$ cat src/rtl/md5sh_pkg.sv
// ----------------------------------------------------------------------------
// md5sh_pkg
// shared constants, types and round tables for the md5 stream hasher
// ----------------------------------------------------------------------------
package md5sh_pkg;

    localparam int QUEUE_DEPTH = 4;

    localparam logic [31:0] INIT_A = 32'h67452301;
    localparam logic [31:0] INIT_B = 32'hefcdab89;
    localparam logic [31:0] INIT_C = 32'h98badcfe;
    localparam logic [31:0] INIT_D = 32'h10325476;

    localparam logic [7:0] PAD_BYTE = 8'h80;
    localparam logic [5:0] LEN_POS  = 6'd56;

    // request passed from the front part to the back part
    typedef struct packed {
        logic [7:0] data;
        logic       present;
        logic       last;
    } md5sh_req_t;

    function automatic logic [31:0] sine_k(input logic [5:0] i);
        logic [31:0] k;
        case (i)
            6'd0:  k = 32'hd76aa478; 6'd1:  k = 32'he8c7b756;
            6'd2:  k = 32'h242070db; 6'd3:  k = 32'hc1bdceee;
            6'd4:  k = 32'hf57c0faf; 6'd5:  k = 32'h4787c62a;
            6'd6:  k = 32'ha8304613; 6'd7:  k = 32'hfd469501;
            6'd8:  k = 32'h698098d8; 6'd9:  k = 32'h8b44f7af;
            6'd10: k = 32'hffff5bb1; 6'd11: k = 32'h895cd7be;
            6'd12: k = 32'h6b901122; 6'd13: k = 32'hfd987193;
            6'd14: k = 32'ha679438e; 6'd15: k = 32'h49b40821;
            6'd16: k = 32'hf61e2562; 6'd17: k = 32'hc040b340;
            6'd18: k = 32'h265e5a51; 6'd19: k = 32'he9b6c7aa;
            6'd20: k = 32'hd62f105d; 6'd21: k = 32'h02441453;
            6'd22: k = 32'hd8a1e681; 6'd23: k = 32'he7d3fbc8;
            6'd24: k = 32'h21e1cde6; 6'd25: k = 32'hc33707d6;
            6'd26: k = 32'hf4d50d87; 6'd27: k = 32'h455a14ed;
            6'd28: k = 32'ha9e3e905; 6'd29: k = 32'hfcefa3f8;
            6'd30: k = 32'h676f02d9; 6'd31: k = 32'h8d2a4c8a;
            6'd32: k = 32'hfffa3942; 6'd33: k = 32'h8771f681;
            6'd34: k = 32'h6d9d6122; 6'd35: k = 32'hfde5380c;
            6'd36: k = 32'ha4beea44; 6'd37: k = 32'h4bdecfa9;
            6'd38: k = 32'hf6bb4b60; 6'd39: k = 32'hbebfbc70;
            6'd40: k = 32'h289b7ec6; 6'd41: k = 32'heaa127fa;
            6'd42: k = 32'hd4ef3085; 6'd43: k = 32'h04881d05;
            6'd44: k = 32'hd9d4d039; 6'd45: k = 32'he6db99e5;
            6'd46: k = 32'h1fa27cf8; 6'd47: k = 32'hc4ac5665;
            6'd48: k = 32'hf4292244; 6'd49: k = 32'h432aff97;
            6'd50: k = 32'hab9423a7; 6'd51: k = 32'hfc93a039;
            6'd52: k = 32'h655b59c3; 6'd53: k = 32'h8f0ccc92;
            6'd54: k = 32'hffeff47d; 6'd55: k = 32'h85845dd1;
            6'd56: k = 32'h6fa87e4f; 6'd57: k = 32'hfe2ce6e0;
            6'd58: k = 32'ha3014314; 6'd59: k = 32'h4e0811a1;
            6'd60: k = 32'hf7537e82; 6'd61: k = 32'hbd3af235;
            6'd62: k = 32'h2ad7d2bb; default: k = 32'heb86d391;
        endcase
        return k;
    endfunction

    function automatic logic [4:0] rot_s(input logic [5:0] i);
        logic [4:0] s;
        case ({i[5:4], i[1:0]})
            4'd0:  s = 5'd7;  4'd1:  s = 5'd12; 4'd2:  s = 5'd17; 4'd3:  s = 5'd22;
            4'd4:  s = 5'd5;  4'd5:  s = 5'd9;  4'd6:  s = 5'd14; 4'd7:  s = 5'd20;
            4'd8:  s = 5'd4;  4'd9:  s = 5'd11; 4'd10: s = 5'd16; 4'd11: s = 5'd23;
            4'd12: s = 5'd6;  4'd13: s = 5'd10; 4'd14: s = 5'd15; default: s = 5'd21;
        endcase
        return s;
    endfunction

    // message word used by round i
    function automatic logic [3:0] msg_idx(input logic [5:0] i);
        logic [3:0] g;
        case (i[5:4])
            2'd0:    g = i[3:0];
            2'd1:    g = 4'(5 * i + 1);
            2'd2:    g = 4'(3 * i + 5);
            default: g = 4'(7 * i);
        endcase
        return g;
    endfunction

endpackage

$ cat src/rtl/md5_stream_hasher_unit.sv
// ----------------------------------------------------------------------------
// md5_stream_hasher_unit
// streaming md5 digest engine with queue-style ports
// ----------------------------------------------------------------------------
// Bytes enter through a small request queue and are packed into a 64-byte
// block one per cycle while the core loads. Each full block runs through
// the single-round compression unit, then folds into the chaining words;
// no bytes are taken meanwhile. An end of message adds padding (marker
// byte, zero bytes and the length) and one or two blocks, then the four
// digest words are offered in order, word 0 first.
module md5_stream_hasher_unit #(
    parameter int QUEUE_DEPTH = md5sh_pkg::QUEUE_DEPTH
) (
    input  logic        clk,
    input  logic        rst_n,
    input  logic        push,
    output logic        full,
    input  logic [7:0]  message_byte,
    input  logic        byte_present,
    input  logic        end_of_message,
    output logic        empty,
    input  logic        pop,
    output logic [31:0] digest_word,
    output logic [1:0]  word_index,
    output logic        last_word
);
    md5sh_pkg::md5sh_req_t req;
    logic req_valid, req_take;

    md5sh_front #(.DEPTH(QUEUE_DEPTH)) u_front (
        .clk, .rst_n, .push, .full, .message_byte, .byte_present,
        .end_of_message, .req, .req_valid, .req_take
    );

    md5sh_core u_core (
        .clk, .rst_n, .req, .req_valid, .req_take, .empty, .pop,
        .digest_word, .word_index, .last_word
    );
endmodule

$ cat src/rtl/md5sh_front.sv
// ----------------------------------------------------------------------------
// md5sh_front
// input side: drops idle items and queues requests for the core
// ----------------------------------------------------------------------------
module md5sh_front #(
    parameter int DEPTH = md5sh_pkg::QUEUE_DEPTH
) (
    input  logic                   clk,
    input  logic                   rst_n,
    input  logic                   push,
    output logic                   full,
    input  logic [7:0]             message_byte,
    input  logic                   byte_present,
    input  logic                   end_of_message,
    output md5sh_pkg::md5sh_req_t  req,
    output logic                   req_valid,
    input  logic                   req_take
);
    localparam int AW = (DEPTH > 1) ? $clog2(DEPTH) : 1;

    md5sh_pkg::md5sh_req_t q_reg [DEPTH];
    logic [AW-1:0] wr_reg, wr_next, rd_reg, rd_next;
    logic [AW:0]   cnt_reg, cnt_next;
    logic          wr_en, rd_en;

    assign full      = (cnt_reg == (AW+1)'(DEPTH));
    assign req_valid = (cnt_reg != '0);
    assign req       = q_reg[rd_reg];
    // idle items have no effect and are not queued
    assign wr_en = push && !full && (byte_present || end_of_message);
    assign rd_en = req_valid && req_take;

    always_comb
    begin
        wr_next  = wr_en ? ((wr_reg == AW'(DEPTH-1)) ? '0 : wr_reg + 1'b1) : wr_reg;
        rd_next  = rd_en ? ((rd_reg == AW'(DEPTH-1)) ? '0 : rd_reg + 1'b1) : rd_reg;
        cnt_next = cnt_reg + (AW+1)'(wr_en) - (AW+1)'(rd_en);
    end

    always_ff @(posedge clk or negedge rst_n)
    begin
        if (!rst_n)
        begin
            wr_reg  <= '0;
            rd_reg  <= '0;
            cnt_reg <= '0;
        end
        else
        begin
            wr_reg  <= wr_next;
            rd_reg  <= rd_next;
            cnt_reg <= cnt_next;
        end
    end

    always_ff @(posedge clk)
    begin
        if (wr_en)
            q_reg[wr_reg] <= '{data: message_byte, present: byte_present,
                               last: end_of_message};
    end
endmodule

$ cat src/rtl/md5sh_core.sv
// ----------------------------------------------------------------------------
// md5sh_core
// back part: byte packing, padding, one md5 round per cycle, digest output
// ----------------------------------------------------------------------------
module md5sh_core (
    input  logic                   clk,
    input  logic                   rst_n,
    input  md5sh_pkg::md5sh_req_t  req,
    input  logic                   req_valid,
    output logic                   req_take,
    output logic                   empty,
    input  logic                   pop,
    output logic [31:0]            digest_word,
    output logic [1:0]             word_index,
    output logic                   last_word
);
    typedef enum logic [5:0] {
        S_LOAD  = 6'b000001,
        S_PAD   = 6'b000010,
        S_LEN   = 6'b000100,
        S_ROUND = 6'b001000,
        S_ADD   = 6'b010000,
        S_OUT   = 6'b100000
    } state_t;

    state_t        state_reg, state_next;
    logic [31:0]   blk_reg [16];
    logic [31:0]   h_reg [4];
    logic [31:0]   a_reg, b_reg, c_reg, d_reg;
    logic [5:0]    pos_reg, pos_next;
    logic [60:0]   total_reg, total_next;
    logic [5:0]    rnd_reg;
    logic          fin_reg, fin_next;     // block in the rounds is the last one
    logic          pad_reg, pad_next;     // padding goes on after this block
    logic          mark_reg, mark_next;   // marker byte already written
    logic [1:0]    oidx_reg;

    logic          wr_byte;
    logic [7:0]    wr_val;
    logic [63:0]   bits;
    logic [31:0]   f, sum, rot, new_b;
    logic [4:0]    s;

    assign req_take = (state_reg == S_LOAD) && req_valid;
    assign bits     = {total_reg, 3'b000};
    assign empty    = (state_reg != S_OUT);
    assign digest_word = h_reg[oidx_reg];
    assign word_index  = oidx_reg;
    assign last_word   = (oidx_reg == 2'd3);

    always_comb
    begin
        case (rnd_reg[5:4])
            2'd0:    f = (b_reg & c_reg) | (~b_reg & d_reg);
            2'd1:    f = (d_reg & b_reg) | (~d_reg & c_reg);
            2'd2:    f = b_reg ^ c_reg ^ d_reg;
            default: f = c_reg ^ (b_reg | ~d_reg);
        endcase
        sum   = a_reg + f + md5sh_pkg::sine_k(rnd_reg)
                + blk_reg[md5sh_pkg::msg_idx(rnd_reg)];
        s     = md5sh_pkg::rot_s(rnd_reg);
        rot   = (sum << s) | (sum >> (6'd32 - {1'b0, s}));
        new_b = b_reg + rot;
    end

    always_comb
    begin
        state_next = state_reg;
        pos_next   = pos_reg;
        total_next = total_reg;
        fin_next   = fin_reg;
        pad_next   = pad_reg;
        mark_next  = mark_reg;
        wr_byte    = 1'b0;
        wr_val     = '0;
        case (state_reg)
            S_LOAD:
            begin
                if (req_valid)
                begin
                    if (req.present)
                    begin
                        wr_byte    = 1'b1;
                        wr_val     = req.data;
                        pos_next   = pos_reg + 1'b1;
                        total_next = total_reg + 1'b1;
                        if (pos_reg == 6'd63)
                        begin
                            state_next = S_ROUND;
                            pad_next   = req.last;
                        end
                        else if (req.last)
                            state_next = S_PAD;
                    end
                    else
                        state_next = S_PAD;
                end
            end
            S_PAD:
            begin
                // marker byte, then zeros
                wr_byte   = 1'b1;
                wr_val    = (mark_reg) ? 8'h00 : md5sh_pkg::PAD_BYTE;
                mark_next = 1'b1;
                pos_next  = pos_reg + 1'b1;
                if (pos_reg == 6'd63)
                begin
                    state_next = S_ROUND;
                    pad_next   = 1'b1;
                end
                else if (pos_next == md5sh_pkg::LEN_POS)
                    state_next = S_LEN;
            end
            S_LEN:
            begin
                fin_next   = 1'b1;
                state_next = S_ROUND;
            end
            S_ROUND:
                if (rnd_reg == 6'd63)
                    state_next = S_ADD;
            S_ADD:
            begin
                if (fin_reg)
                    state_next = S_OUT;
                else if (pad_reg)
                begin
                    state_next = S_PAD;
                    pad_next   = 1'b0;
                end
                else
                    state_next = S_LOAD;
            end
            S_OUT:
                if (pop && oidx_reg == 2'd3)
                begin
                    state_next = S_LOAD;
                    fin_next   = 1'b0;
                    mark_next  = 1'b0;
                    total_next = '0;
                    pos_next   = '0;
                end
            default:
                state_next = S_LOAD;
        endcase
    end

    always_ff @(posedge clk or negedge rst_n)
    begin
        if (!rst_n)
        begin
            state_reg <= S_LOAD;
            pos_reg   <= '0;
            total_reg <= '0;
            fin_reg   <= 1'b0;
            pad_reg   <= 1'b0;
            mark_reg  <= 1'b0;
            rnd_reg   <= '0;
            oidx_reg  <= '0;
            h_reg[0]  <= md5sh_pkg::INIT_A;
            h_reg[1]  <= md5sh_pkg::INIT_B;
            h_reg[2]  <= md5sh_pkg::INIT_C;
            h_reg[3]  <= md5sh_pkg::INIT_D;
        end
        else
        begin
            state_reg <= state_next;
            pos_reg   <= pos_next;
            total_reg <= total_next;
            fin_reg   <= fin_next;
            pad_reg   <= pad_next;
            mark_reg  <= mark_next;
            if (state_reg == S_ROUND)
                rnd_reg <= rnd_reg + 1'b1;
            if (state_reg == S_ADD)
            begin
                h_reg[0] <= h_reg[0] + a_reg;
                h_reg[1] <= h_reg[1] + b_reg;
                h_reg[2] <= h_reg[2] + c_reg;
                h_reg[3] <= h_reg[3] + d_reg;
            end
            if (state_reg == S_OUT && pop)
            begin
                oidx_reg <= oidx_reg + 1'b1;
                if (oidx_reg == 2'd3)
                begin
                    h_reg[0] <= md5sh_pkg::INIT_A;
                    h_reg[1] <= md5sh_pkg::INIT_B;
                    h_reg[2] <= md5sh_pkg::INIT_C;
                    h_reg[3] <= md5sh_pkg::INIT_D;
                end
            end
        end
    end

    always_ff @(posedge clk)
    begin
        if (wr_byte)
        begin
            case (pos_reg[1:0])
                2'd0:    blk_reg[pos_reg[5:2]] <= {24'h0, wr_val};
                2'd1:    blk_reg[pos_reg[5:2]][15:8]  <= wr_val;
                2'd2:    blk_reg[pos_reg[5:2]][23:16] <= wr_val;
                default: blk_reg[pos_reg[5:2]][31:24] <= wr_val;
            endcase
        end
        if (state_reg == S_LEN)
        begin
            blk_reg[14] <= bits[31:0];
            blk_reg[15] <= bits[63:32];
        end
        if (state_next == S_ROUND && state_reg != S_ROUND)
        begin
            a_reg <= h_reg[0];
            b_reg <= h_reg[1];
            c_reg <= h_reg[2];
            d_reg <= h_reg[3];
        end
        else if (state_reg == S_ROUND)
        begin
            a_reg <= d_reg;
            b_reg <= new_b;
            c_reg <= b_reg;
            d_reg <= c_reg;
        end
    end
endmodule

$ cat config.mk
export PLATFORM = sky130hd
export DESIGN_NAME = md5_stream_hasher_unit
export DESIGN_NICKNAME = d
export VERILOG_FILES = /design/src/rtl/md5sh_pkg.sv /design/src/rtl/md5_stream_hasher_unit.sv /design/src/rtl/md5sh_front.sv /design/src/rtl/md5sh_core.sv
export SDC_FILE = /design/constraint.sdc
export NUM_CORES = 2
export LEC_CHECK = 0
export ABC_AREA = 1
export ABC_CLOCK_PERIOD_IN_PS = 15000
export BUFFER_PORTS_ARGS = -buffer_cell sky130_fd_sc_hd__buf_2
export CORE_ASPECT_RATIO = 0.75
export CORE_UTILIZATION = 35
export CTS_BUF_LIST = sky130_fd_sc_hd__clkbuf_4
export CTS_CLUSTER_SIZE = 12
export DETAILED_ROUTE_END_ITERATION = 12
export PLACE_DENSITY_LB_ADDON = 0.3
export SYNTH_ARGS = -nofsm -noshare
export SYNTH_HDL_FRONTEND = slang
export SYNTH_SLANG_ARGS = --single-unit
$ cat constraint.sdc
create_clock -name clk -period 15 [get_ports clk]
set_input_delay 0.75 -clock clk [delete_from_list [all_inputs] [get_ports clk]]
set_output_delay 0.75 -clock clk [all_outputs]
set_load 0.02 [all_outputs]
==> results.tsv <==
stage	metric	value	unit
route	average wire per standard cell	24.62	um
worst_setup_path	critical setup path kind	reg -> reg	
route	Detail Route Antenna Nets	0	
floorplan	# IOs	51	
final_layout	Reg area	25950	sq um
worst_setup_path	Worst EP required	16.04	ns
global_route	antenna violations before repair	13	
global_route	gr ovfl total	0	
global_route	global-route usage over all layers	27.84	%
worst_setup_path	Worst Setup SP	u_core.rnd_reg[4]$_DFFE_PN0P_	
worst_setup_path	Reg-to-Reg End	u_core.b_reg[20]$_DFFE_PP_	
clock_tree	clock buffer depth	3	
route	vias per cell	5.777	
final_layout	share of layout cells above drive strength 1	9.095	%
final_layout	Fillers	17150	
global_route	number of global-route vias before repair	51800	
worst_setup_path	WP data arrival	12.70	ns
clock_tree	CTS tree	done	
sta	Setup Skew	0.1081	ns
yosys	largest family of logic cells by synthesized area	compound AO/OA/AOI/OAI gates	
yosys	Synth cell types	78	
route	final WL	240900	um
sta	maximum clock rate	85.83	MHz
worst_setup_path	Max FO, Critical Path	55	
yosys	Most used DFF post-synth	edfxtp_1	
route	DRT Pass-1 Iters	8	
place	GPL Wtd Cong	1.061	
worst_setup_path	CP peak stage delay	0.78	ns
clock_tree	Worst-Skew Late Latency	1.31	ns
yosys	YS warnings	0	
sta	endpoints failing hold	0	
final_layout	fin nets	7670	
place	detailed placement HPWL	176800	um
route	initial DRC count	8409	
clock_tree	clk slew on worst S/H paths	0.07	ns
yosys	Post-synth EDFFs	677	
sta	Worst slew margin	10.32	%
worst_setup_path	Top cell by count, worst path	nand2_1	
route	Residual DRC	0	
worst_setup_path	setup slack, reg-to-reg	3.35	ns
yosys	ys async rst share	24.36	%
final_layout	max reg flops	512	
floorplan	die area	170200	sq um
worst_setup_path	Worst setup SP type	flop	
route	vias after detailed routing	56530	
clock_tree	clk sinks	899	
yosys	simple-gate portion of the synthesized area	19.03	%
yosys	Compound-Gate Fraction of Synth Area	20.55	%
yosys	adder-cell share of the synthesized area	7.190	%
worst_setup_path	CP max-delay cell	dfrtp_1	
place	I/O Buffers	50	
yosys	Seq/Total Area, Yosys	43.99	%
worst_setup_path	cell count of the worst reg-to-reg path	52	
worst_setup_path	Crit. End Element	flop	
job	Max Cap Viol	0	
clock_tree	CTS HTree Levels	4	
floorplan	core area	167400	sq um
final_layout	area of the multi-input gates	28380	sq um
worst_setup_path	Worst Setup EP	u_core.b_reg[20]$_DFFE_PP_	
worst_setup_path	FF-to-FF Start	u_core.rnd_reg[4]$_DFFE_PN0P_	
min_path	hold crit path type	in -> async	
yosys	mux contribution to synthesized area	0.05090	%
floorplan	Chip Width	476.1	um
yosys	Post-Synthesis Cells	7304	
clock_tree	Num CTS Buffers	230	
sta	Worst Max-Slew Pin Slew	1.340	ns
sta	count of final max-slew check failures	0	
floorplan	Initial Util	35.24	%
sta	post-route minimum period	11.65	ns
floorplan	die height	357.5	um
yosys	fraction of synthesized cell area in xor and xnor cells	1.114	%
floorplan	placement row count	130	
clock_tree	CTS root buf	clkbuf_4	
sta	setup_tns	0	ns
sta	RSZ-0062 raised after global routing	false	
global_route	first-pass GRT wire length	350700	um
yosys	post-synthesis register bit count	899	
sta	crit share post-route	77.67	%
outcome	outcome	finished, final reports clean	
yosys	syn_nets	7615	
final_layout	Area growth syn-to-layout	9.485	%
sta	# setup viols final	0	
yosys	cell area after synthesis	58990	sq um
yosys	Synth Area per Inst	8.076	sq um
global_route	largest net degree at the start of global routing	164	
synth_stat cells (6+ instances only):
cell type	count	share of area [%]
fa_1	70	2.4
inv_1	875	5.6
a21oi_1	705	6.0
nor4_1	29	0.31
nor3_2	8	0.14
a32oi_1	12	0.18
a211oi_1	17	0.22
o21ai_1	85	0.72
nand2_1	1255	8.0
dfstp_2	65	2.9
a2111oi_0	6	0.089
buf_4	15	0.19
o2111ai_1	11	0.16
o32ai_1	57	0.85
nor3_1	108	0.92
nand3_1	445	3.8
o21a_1	29	0.37
o211ai_1	138	1.8
nand4_1	40	0.42
nor2_1	682	4.3
o21ai_0	849	7.2
dfrtp_1	154	6.5
edfxtp_1	677	34
a21boi_0	9	0.11
a31oi_1	43	0.46
o21bai_1	19	0.24
a21o_1	12	0.15
nand2_2	9	0.095
o31ai_1	9	0.11
buf_1	34	0.22
xnor2_1	29	0.43
or2_2	38	0.40
o221ai_1	27	0.40
buf_2	42	0.36
o22ai_1	63	0.67
xor2_1	46	0.68
a221oi_1	20	0.30
o311ai_0	6	0.089
nor2_2	8	0.085
ha_1	227	4.8
clkbuf_1	236	1.5
inv_2	15	0.095
worst min-delay path by stage:
stage                                                start                               end  slack (ns)
after floorplan           u_core.total_reg[33]$_DFFE_PN0P_  u_core.total_reg[33]$_DFFE_PN0P_        0.43
after global placement    u_core.total_reg[60]$_DFFE_PN0P_  u_core.total_reg[60]$_DFFE_PN0P_        0.45
after detailed placement  u_core.total_reg[33]$_DFFE_PN0P_  u_core.total_reg[33]$_DFFE_PN0P_        0.46
after CTS                                            rst_n        u_core.h_reg[61]$_DFF_PN0_        0.07
after global routing                                 rst_n        u_core.h_reg[27]$_DFF_PN0_        0.17
final                                                rst_n        u_core.h_reg[61]$_DFF_PN0_        0.11
area by class of cell:
type,count,share of cell area (%)
sequential,899,40.18
timing repair buffer,157,1.755
multi-input combinational,5177,43.94
tap,2244,4.347
antenna,10,0.03875
clock inverter,68,0.6102
clock buffer,337,3.917
inverter,894,5.209
cells in the final DEF (no fill, tap or decap), types with 84 or more instances in the layout:
cell type	netlist	layout
a21oi_1	705	704
buf_4	15	89
clkbuf_4	0	337
dfrtp_1	154	152
edfxtp_1	677	677
ha_1	227	227
inv_1	875	872
nand2_1	1255	1254
nand3_1	445	445
nor2_1	682	680
nor3_1	108	108
o211ai_1	138	138
o21ai_0	849	849
o21ai_1	85	84
critical path: cells and delay by family, from the launching register on:
family,cells,cell delay (ns)
AND/OR/NAND/NOR,25,3.75
AO/OA/AOI/OAI,13,2.91
adder cells (fa/ha/maj),6,2.30
buffers and inverters,8,1.56
flip-flops,1,0.78
cells by family (layout without fill, tap and decap cells):
| group | after synthesis | after routing |
|---|---|---|
| buf+inv | 1228 | 1456 |
| simple gates | 2655 | 2655 |
| fa+ha+maj | 297 | 297 |
| compound gates | 2147 | 2147 |
| other cells | 0 | 10 |
| flops | 899 | 899 |
| xor+xnor | 75 | 75 |
| mux | 3 | 3 |
metal layers:
layer | share of wire (%) | global-route usage (%)
met1 | 46 | 42.93
met3 | 14 | 9.609
met5 | 0.018 | 0
met4 | 2.1 | 7.068
met2 | 38 | 35.95
what timing repair did:
| item | 4_1_cts | 5_1_grt |
|---|---|---|
| hold buffers | 13 | 0 |
| resized for setup | 0 | 0 |
| setup buffers | 0 | 0 |
| endpoints found under the hold margin | 123 | 0 |
through the flow:
stage | util, % | cells | hold WS, ns | worst slack [ns] | cell area [sq um]
after global routing | 38.58 | 9784 | 0.1743 | 2.674 | 64580
after floorplan | - | 7304 | 0.4333 | 6.149 | 58990
after CTS | 38.57 | 9775 | 0.07073 | 3.704 | 64550
after global placement | 36.74 | 9356 | 0.4549 | 3.751 | 61490
final | 38.59 | 9786 | 0.1096 | 3.349 | 64590
after detailed placement | 36.74 | 9357 | 0.4591 | 3.636 | 61500
Power is not shown: default switching activity piles up to over one toggle a cycle in this logic, so the estimate is an artifact.
